$ cat src/sv/sorted_stack_min_priority_queue_assert.svh
// ----------------------------------------------------------------------------
// Sorted stack min priority queue: assertion macros
// Shared concurrent assertion wrappers, clocked on clk_i.
// ----------------------------------------------------------------------------
`ifndef SORTED_STACK_MIN_PRIORITY_QUEUE_ASSERT_SVH
`define SORTED_STACK_MIN_PRIORITY_QUEUE_ASSERT_SVH

// checked only while out of reset
`define SSMPQ_ASSERT(label, prop, msg) \
  label: assert property (@(posedge clk_i) disable iff (!rst_ni) (prop)) else $error(msg);

// checked at every edge, reset included
`define SSMPQ_ASSERT_ALWAYS(label, prop, msg) \
  label: assert property (@(posedge clk_i) (prop)) else $error(msg);

`endif

$ cat src/sv/ssmpq_pkg.sv
// ----------------------------------------------------------------------------
// Sorted stack min priority queue: package
// Sizes, request and status codes, and the types passed between cells.
// ----------------------------------------------------------------------------
package ssmpq_pkg;

  localparam int unsigned Depth     = 16;
  localparam int unsigned DataWidth = 32;
  localparam int unsigned CntWidth  = $clog2(Depth + 1);

  localparam logic [1:0] REQ_PUSH = 2'd0;
  localparam logic [1:0] REQ_POP  = 2'd1;
  localparam logic [1:0] REQ_PEEK = 2'd2;

  localparam logic [1:0] ST_OK    = 2'd0;
  localparam logic [1:0] ST_EMPTY = 2'd1;
  localparam logic [1:0] ST_FULL  = 2'd2;

  // broadcast to every cell
  typedef struct packed {
    logic                 push;
    logic                 pop;
    logic [DataWidth-1:0] value;
  } cell_cmd_t;

  // what a cell shows its neighbors
  typedef struct packed {
    logic                 valid;
    logic                 keep;   // holds a value <= the pushed one
    logic [DataWidth-1:0] value;
  } cell_view_t;

endpackage

$ cat src/sv/ssmpq_if.sv
// ----------------------------------------------------------------------------
// Sorted stack min priority queue: channel interfaces
// Valid/ready request and response channels.
// ----------------------------------------------------------------------------
interface ssmpq_req_if;
  import ssmpq_pkg::*;
  logic                 valid;
  logic                 ready;
  logic [1:0]           req_type;
  logic [DataWidth-1:0] push_value;

  modport source (output valid, req_type, push_value, input ready);
  modport sink   (input valid, req_type, push_value, output ready);
endinterface

interface ssmpq_rsp_if;
  import ssmpq_pkg::*;
  logic                 valid;
  logic                 ready;
  logic [DataWidth-1:0] top_value;
  logic [1:0]           status;
  logic [CntWidth-1:0]  entry_count;
  logic                 is_empty;

  modport source (output valid, top_value, status, entry_count, is_empty, input ready);
  modport sink   (input valid, top_value, status, entry_count, is_empty, output ready);
endinterface

$ cat src/sv/sorted_stack_min_priority_queue.sv
// ----------------------------------------------------------------------------
// Sorted stack min priority queue: top level
// Bounded min queue built as a chain of compare-and-shift cells.
// ----------------------------------------------------------------------------
// Usage:
//   req_i  carries one item per request: req_type (push, pop, peek) and
//          push_value. Every accepted item gives exactly one response item.
//   rsp_o  carries top_value, status, entry_count and is_empty.
//   A push compares its value against all cells at once; each cell keeps,
//   takes the new value or takes its upper neighbor's value. A pop shifts
//   every cell up by one.
//   Latency: the response is valid the cycle after the request is accepted.
//   Throughput: one item per cycle while the response register drains; the
//   cell chain is registered and the next item sees its result directly.
//   Stall: the response register holds its item while rsp_o.ready is low;
//   req_i.ready is high whenever that register is empty or being drained.
//   Reset: all cells read as empty, count goes to zero, no response pending.
//   Empty pop/peek returns all ones with status empty; a full push is dropped
//   with status full; an undefined request kind is a no-op reporting ok.
// ----------------------------------------------------------------------------
module sorted_stack_min_priority_queue
  import ssmpq_pkg::*;
(
  input  logic        clk_i,
  input  logic        rst_ni,
  ssmpq_req_if.sink   req_i,
  ssmpq_rsp_if.source rsp_o
);

  localparam logic [CntWidth-1:0] CntFull = CntWidth'(Depth);

  // chain of cells; index 0 is the top
  cell_cmd_t  cmd;
  cell_view_t views [Depth];
  logic [CntWidth-1:0] count_q, count_d;

  // response register
  logic                 rsp_valid_q;
  logic [DataWidth-1:0] top_q,    top_d;
  logic [1:0]           status_q, status_d;

  logic accept;
  logic is_full, is_none;

  assign is_full = (count_q == CntFull);
  assign is_none = (count_q == '0);

  // the output register decouples the two sides
  assign req_i.ready = !rsp_valid_q || rsp_o.ready;
  assign accept      = req_i.valid && req_i.ready;

  assign cmd.push  = accept && (req_i.req_type == REQ_PUSH) && !is_full;
  assign cmd.pop   = accept && (req_i.req_type == REQ_POP) && !is_none;
  assign cmd.value = req_i.push_value;

  for (genvar i = 0; i < Depth; i++) begin : g_cell
    cell_view_t left, right;
    if (i == 0) begin : g_head
      // nothing above the top: a non-keeping top cell loads the new value
      assign left = '{valid: 1'b1, keep: 1'b1, value: '0};
    end else begin : g_mid
      assign left = views[i-1];
    end
    if (i == Depth - 1) begin : g_tail
      assign right = '{valid: 1'b0, keep: 1'b0, value: '0};
    end else begin : g_body
      assign right = views[i+1];
    end
    ssmpq_cell u_cell (
      .clk_i  (clk_i),
      .rst_ni (rst_ni),
      .cmd_i  (cmd),
      .left_i (left),
      .right_i(right),
      .view_o (views[i])
    );
  end

  // response fields from the state before the update
  always_comb begin
    count_d  = count_q;
    top_d    = '0;
    status_d = ST_OK;
    case (req_i.req_type)
      REQ_PUSH: begin
        if (is_full) begin
          status_d = ST_FULL;
        end else begin
          count_d = count_q + 1'b1;
        end
      end
      REQ_POP, REQ_PEEK: begin
        if (is_none) begin
          top_d    = '1;
          status_d = ST_EMPTY;
        end else begin
          top_d = views[0].value;
          if (req_i.req_type == REQ_POP) begin
            count_d = count_q - 1'b1;
          end
        end
      end
      default: begin
        // undefined kind: store untouched
      end
    endcase
  end

  always_ff @(posedge clk_i or negedge rst_ni) begin
    if (!rst_ni) begin
      count_q     <= '0;
      rsp_valid_q <= 1'b0;
    end else begin
      if (accept) begin
        count_q     <= count_d;
        rsp_valid_q <= 1'b1;
      end else if (rsp_o.ready) begin
        rsp_valid_q <= 1'b0;
      end
    end
  end

  always_ff @(posedge clk_i) begin
    if (accept) begin
      top_q    <= top_d;
      status_q <= status_d;
    end
  end

  assign rsp_o.valid       = rsp_valid_q;
  assign rsp_o.top_value   = top_q;
  assign rsp_o.status      = status_q;
  assign rsp_o.entry_count = count_q;
  assign rsp_o.is_empty    = is_none;

  // ---------------------------------------------------------------- checks
  logic [Depth-1:0] valid_vec;
  for (genvar i = 0; i < Depth; i++) begin : g_vec
    assign valid_vec[i] = views[i].valid;
  end

`include "sorted_stack_min_priority_queue_assert.svh"

  `SSMPQ_ASSERT(a_count_matches_cells, $countones(valid_vec) == 32'(count_q), "count != cells")
  `SSMPQ_ASSERT(a_count_bound, count_q <= CntFull, "count above depth")
  `SSMPQ_ASSERT(a_pop_decrements, cmd.pop |=> count_q == $past(count_q) - 1'b1, "pop count")
  `SSMPQ_ASSERT_ALWAYS(a_no_rsp_after_reset, !rst_ni |=> !rsp_valid_q || accept || !rst_ni, "rsp")

  for (genvar i = 0; i < Depth - 1; i++) begin : g_order
    `SSMPQ_ASSERT(a_sorted, views[i+1].valid |-> (views[i].valid && $signed(views[i].value) <= $signed(views[i+1].value)), "order")
  end

endmodule

$ cat src/sv/ssmpq_cell.sv
// ----------------------------------------------------------------------------
// Sorted stack min priority queue: storage cell
// One slot of the sorted chain; shifts down on insert, up on pop.
// ----------------------------------------------------------------------------
module ssmpq_cell
  import ssmpq_pkg::*;
(
  input  logic       clk_i,
  input  logic       rst_ni,
  input  cell_cmd_t  cmd_i,
  input  cell_view_t left_i,   // neighbor nearer the top
  input  cell_view_t right_i,  // neighbor farther from the top
  output cell_view_t view_o
);

  logic                 valid_q, valid_d;
  logic [DataWidth-1:0] value_q, value_d;
  logic                 keep;

  assign keep = valid_q && ($signed(value_q) <= $signed(cmd_i.value));

  always_comb begin
    valid_d = valid_q;
    value_d = value_q;
    if (cmd_i.push) begin
      if (!keep) begin
        if (left_i.keep) begin
          valid_d = 1'b1;
          value_d = cmd_i.value;
        end else begin
          valid_d = left_i.valid;
          value_d = left_i.value;
        end
      end
    end else if (cmd_i.pop) begin
      valid_d = right_i.valid;
      value_d = right_i.value;
    end
  end

  always_ff @(posedge clk_i or negedge rst_ni) begin
    if (!rst_ni) begin
      valid_q <= 1'b0;
    end else begin
      valid_q <= valid_d;
    end
  end

  always_ff @(posedge clk_i) begin
    value_q <= value_d;
  end

  assign view_o = '{valid: valid_q, keep: keep, value: value_q};

endmodule
$ cat src/flat_wrapper.sv
// flat-port wrapper written by rule: the top's interface ports become plain ports
module sorted_stack_min_priority_queue_flat import ssmpq_pkg::*;
  (clk_i, rst_ni, req_i_valid, req_i_req_type, req_i_push_value, req_i_ready, rsp_o_valid, rsp_o_top_value, rsp_o_status, rsp_o_entry_count, rsp_o_is_empty, rsp_o_ready);
  ssmpq_req_if req_i_i ();
  ssmpq_rsp_if rsp_o_i ();
  input  logic clk_i;
  input  logic rst_ni;
  input wire logic [$bits(req_i_i.valid)-1:0] req_i_valid;
  input wire logic [$bits(req_i_i.req_type)-1:0] req_i_req_type;
  input wire logic [$bits(req_i_i.push_value)-1:0] req_i_push_value;
  output wire logic [$bits(req_i_i.ready)-1:0] req_i_ready;
  output wire logic [$bits(rsp_o_i.valid)-1:0] rsp_o_valid;
  output wire logic [$bits(rsp_o_i.top_value)-1:0] rsp_o_top_value;
  output wire logic [$bits(rsp_o_i.status)-1:0] rsp_o_status;
  output wire logic [$bits(rsp_o_i.entry_count)-1:0] rsp_o_entry_count;
  output wire logic [$bits(rsp_o_i.is_empty)-1:0] rsp_o_is_empty;
  input wire logic [$bits(rsp_o_i.ready)-1:0] rsp_o_ready;
  assign req_i_i.valid = req_i_valid;
  assign req_i_i.req_type = req_i_req_type;
  assign req_i_i.push_value = req_i_push_value;
  assign req_i_ready = req_i_i.ready;
  assign rsp_o_valid = rsp_o_i.valid;
  assign rsp_o_top_value = rsp_o_i.top_value;
  assign rsp_o_status = rsp_o_i.status;
  assign rsp_o_entry_count = rsp_o_i.entry_count;
  assign rsp_o_is_empty = rsp_o_i.is_empty;
  assign rsp_o_i.ready = rsp_o_ready;
  sorted_stack_min_priority_queue u_core (.clk_i(clk_i), .rst_ni(rst_ni), .req_i(req_i_i), .rsp_o(rsp_o_i));
endmodule
$ cat config.mk
export PLATFORM = sky130hd
export DESIGN_NAME = sorted_stack_min_priority_queue_flat
export DESIGN_NICKNAME = d
export VERILOG_FILES = /design/src/sv/ssmpq_pkg.sv /design/src/sv/ssmpq_if.sv /design/src/sv/sorted_stack_min_priority_queue.sv /design/src/sv/ssmpq_cell.sv /design/src/flat_wrapper.sv
export VERILOG_INCLUDE_DIRS = /design/src /design/src/sv
export SDC_FILE = /design/constraint.sdc
export NUM_CORES = 2
export LEC_CHECK = 0
export ABC_AREA = 1
export CELL_PAD_IN_SITES_DETAIL_PLACEMENT = 0
export CELL_PAD_IN_SITES_GLOBAL_PLACEMENT = 1
export CORE_MARGIN = 2
export CORE_UTILIZATION = 54
export CTS_BUF_LIST = sky130_fd_sc_hd__clkbuf_4
export DETAILED_ROUTE_END_ITERATION = 7
export DONT_BUFFER_PORTS = 1
export MAX_ROUTING_LAYER = met4
export PLACE_DENSITY_LB_ADDON = 0.1
export SYNTH_ARGS = -nofsm -noshare
export SYNTH_HDL_FRONTEND = slang
export SYNTH_SLANG_ARGS = --single-unit
$ cat constraint.sdc
create_clock -name clk_i -period 5.8 [get_ports clk_i]
set_input_delay 0.29 -clock clk_i [delete_from_list [all_inputs] [get_ports clk_i]]
set_output_delay 0.29 -clock clk_i [all_outputs]
set_load 0.005 [all_outputs]
==> results.cfg <==
[route]
wire_per_inst_um = 17.0
via_count = 35100
routed_via_density = 5.09
drt-pass1-iter-count = 5
drtAntennaViolNets = 0
drt_wl_total_um = 117000
drt_iter0_markers = 2682
route.detailed.drc = 0

[logic_synthesis]
ys_top_cells_by_area = edfxtp_1 (39%), nand2_1 (26%), ha_1 (15%), inv_1 (5.7%), a21oi_1 (3.4%)
synthesis.area_mm2 = 0.0419
synth_edf_count = 546
synth_top_area_share_pct = 39.1
synth_seq_cells = 568
synthMostInstantiatedCell = nand2_1
synth_fp_nets = 6196
synthFlopType = edfxtp_1
yosysTopAreaCell = edfxtp_1
ys.warnings.count = 0
synthTopCellsByCount = nand2_1 (2951), inv_1 (640), edfxtp_1 (546)
synth.yosys.seq_area_share_pct = 40.4
syn_avg_cell_area_um2 = 7.43
ys_types = 35
ys_async_sr_fraction_pct = 3.87
synth_cells = 5639

[floorplan]
ios = 80
fp.dieArea_mm2 = 0.0798
die_x_um = 283
start_util_pct = 54.4
rows = 102
coreArea_mm2 = 0.0771
dieHeight_um = 283

[worst_setup_path]
worst_setup_path_end_kind = register
cpPeakStageDelay_ns = 0.73
critPathLaunchType = register
critPathTopFamily = buffers and inverters
cp_slowest_cell = inv_4
critPathMaxFanout = 49
crit_chain = nand2_1 > nand2_1 > dlygate4sd3_1 > inv_1 > buf_4 > nand3_4 > inv_4 > buf_4 > nand2_4 > nand2_1 > buf_4
worstPathRequired_ns = 6.45
criticalPathCategory = register to register
arrival_ns = 5.31
critical_path_buf_inv_count = 6

[clock_network]
cts_resized = 0
clk_path_buf_depth = 3
numCtsBuffers = 171
cts-root-buf = clkbuf_4
cts_max_level = 4
cts_tree = done
cts.sinks = 568
cts.reportedPaths.clkPinSlew_ns = 0.07
clock_latency_ns = 1.05

[power_and_ir_drop]
combPwrFrac_pct = 21.1
power.density_mw_per_mm2 = 265
pwr-share-seq_pct = 44.5
power_leakage_nw = 26.4
pwr-share-clk_pct = 34.4
internal_power_mw = 8.14
p_switching_mw = 3.85
vdd_ir_drop_max_uv = 160
swShare_pct = 32.1

[timing]
period_minus_slack_ns = 4.66
setup_ws_ns = 1.14
clock.fmax_mhz = 215
setup_violations = 0
period_share_pct = 80.3
rsz0062_at_grt = false
hold_violations = 0
clock-skew-final_ns = 0.0786
max-slew-margin-rel_pct = 28.2
setup_tns_ns = 0
tightest_slew_ns = 1.08
slew_violations = 0

[cells_and_area]
area_growth_pct = 8.04
nFillCells = 7478
drive_gt1_share_pct = 6.67
finalNetCount = 6262

[global_route]
grt_antenna_before_repair = 3
grt_pass1_wl_um = 187000
overflow = 0
grt_max_degree = 205
grt_util_all_layers_pct = 30.7
grt_pass1_vias = 34800

[flow_run]
timing.max_cap.violations = 0

[placed_design]
hpwlAfterDp_um = 86200
port_buffers = 0
dp_slack_ns = 1.20
gp_congestion = 0.888

[status]
outcome = complete, no violations

[min_path]
hold_path_class = primary input to register
==> through the flow <==
| stage | utilization [%] | hold slack [ns] | std cells | total power, mW | instance area (um^2) |
|---|---|---|---|---|---|
| finish | 58.7 | 0.0866 | 6894 | 12.0 | 45300 |
| global route | 58.7 | 0.0932 | 6893 | 12.8 | 45300 |
| CTS | 58.7 | 0.00130 | 6888 | 12.1 | 45300 |
| detailed placement | 55.4 | -0.00506 | 6548 | 7.90 | 42700 |
| global placement | 55.4 | -0.00510 | 6548 | 7.83 | 42700 |
| floorplan | - | -0.00559 | 5639 | 7.19 | 41900 |
==> state kept, by name (all words and copies together), names as in the netlist <==
name and cells:
u_core.g_cell.u_cell.value_q 512, u_core.rsp_o.top_value 32, u_core.g_cell.u_cell.valid_q 16, u_core.rsp_o.entry_count 5, u_core.rsp_o.status 2, u_core.rsp_o.valid 1
==> per-layer routing <==
layer  share of wire [%]  global-route usage, %  vias to the layer above
met5                   0                      -                        -
met2                  47                   50.3                      911
met4                 2.7                   10.4                        0
met1                  46                   39.4                    15800
met3                 4.9                   3.68                      222
li1                    -                      -                    18200
==> cells by family (layout without fill, tap and decap cells) <==
| family | after synthesis | after routing | share of synthesized area (%) |
|---|---|---|---|
| muxes | 1 | 1 | 0.0269 |
| xor gates and xnor gates | 5 | 5 | 0.105 |
| and+or+nand+nor | 3302 | 3302 | 30.6 |
| other | 0 | 6 | 0 |
| DFF | 568 | 568 | 40.4 |
| AOI/OAI and AO/OA | 408 | 408 | 5.16 |
| buffers and inverters | 836 | 1045 | 8.16 |
| adders and majority gates | 519 | 519 | 15.5 |
==> timing repair <==
| item | in CTS | in global routing |
|---|---|---|
| hold buffers | 24 | 0 |
| endpoints found under the setup margin | 0 | 0 |
| endpoints found under the hold margin | 116 | 0 |
| setup buffers | 0 | 0 |
==> cell usage in the layout (no fill, tap or decap), drive strengths merged, types with 2 or more instances in the layout <==
cell type       n
nand4          40
nand2        2977
o21a           25
dfrtp          22
nand3b          3
diode           6
nor2          181
bufinv          2
edfxtp        546
xnor2           2
and2            2
o21ai          80
nor4            8
buf            63
clkbuf        272
inv           646
xor2            3
a21oi         281
nand3          76
a21o           21
ha            518
clkinv         37
nor3           14
dlygate4sd3    22
clkinvlp        3
==> power by group through the flow <==
stage / logic [mW] / registers, mW / clock network, mW
CTS: 2.53 / 5.32 / 4.22
global route: 2.96 / 5.37 / 4.43
finish: 2.53 / 5.33 / 4.13
floorplan: 1.87 / 5.32 / 0
global placement: 2.43 / 5.40 / 0
detailed placement: 2.49 / 5.41 / 0
==> path summary, 6_finish.rpt <==
kind / from / endpoint / slack (ns) / depth (start not counted)
setup / recovery: u_core.rsp_o.valid$_DFFE_PN0P_ / u_core.g_cell[1].u_cell.value_q[23]$_DFFE_PP_ / 1.14 / 11
hold / removal: req_i_push_value[3] / u_core.g_cell[0].u_cell.value_q[3]$_DFFE_PP_ / 0.09 / 2
setup reg to reg: u_core.rsp_o.valid$_DFFE_PN0P_ / u_core.g_cell[1].u_cell.value_q[23]$_DFFE_PP_ / 1.14 / 11
hold reg to reg: u_core.g_cell[8].u_cell.value_q[0]$_DFFE_PP_ / u_core.g_cell[7].u_cell.value_q[0]$_DFFE_PP_ / 0.53 / 2
max in group asynchronous: rst_ni / u_core.g_cell[9].u_cell.valid_q$_DFFE_PN0P_ / 5.23 / 4
min in group asynchronous: rst_ni / u_core.rsp_o.entry_count[3]$_DFFE_PN0P_ / 0.32 / 4
==> cell type report <==
| class | count | area [um^2] | share of cell area, % |
|---|---|---|---|
| Multi-Input combinational cell | 4235 | 21500 | 47.6 |
| Sequential cell | 568 | 16900 | 37.4 |
| Clock buffer | 272 | 2040 | 4.51 |
| Clock inverter | 44 | 260 | 0.575 |
| Antenna cell | 6 | 15.0 | 0.0332 |
| Inverter | 644 | 2420 | 5.35 |
| Tap cell | 1040 | 1300 | 2.87 |
| Timing Repair Buffer | 85 | 743 | 1.64 |
No activity file was read; power rests on OpenSTA's default activity.
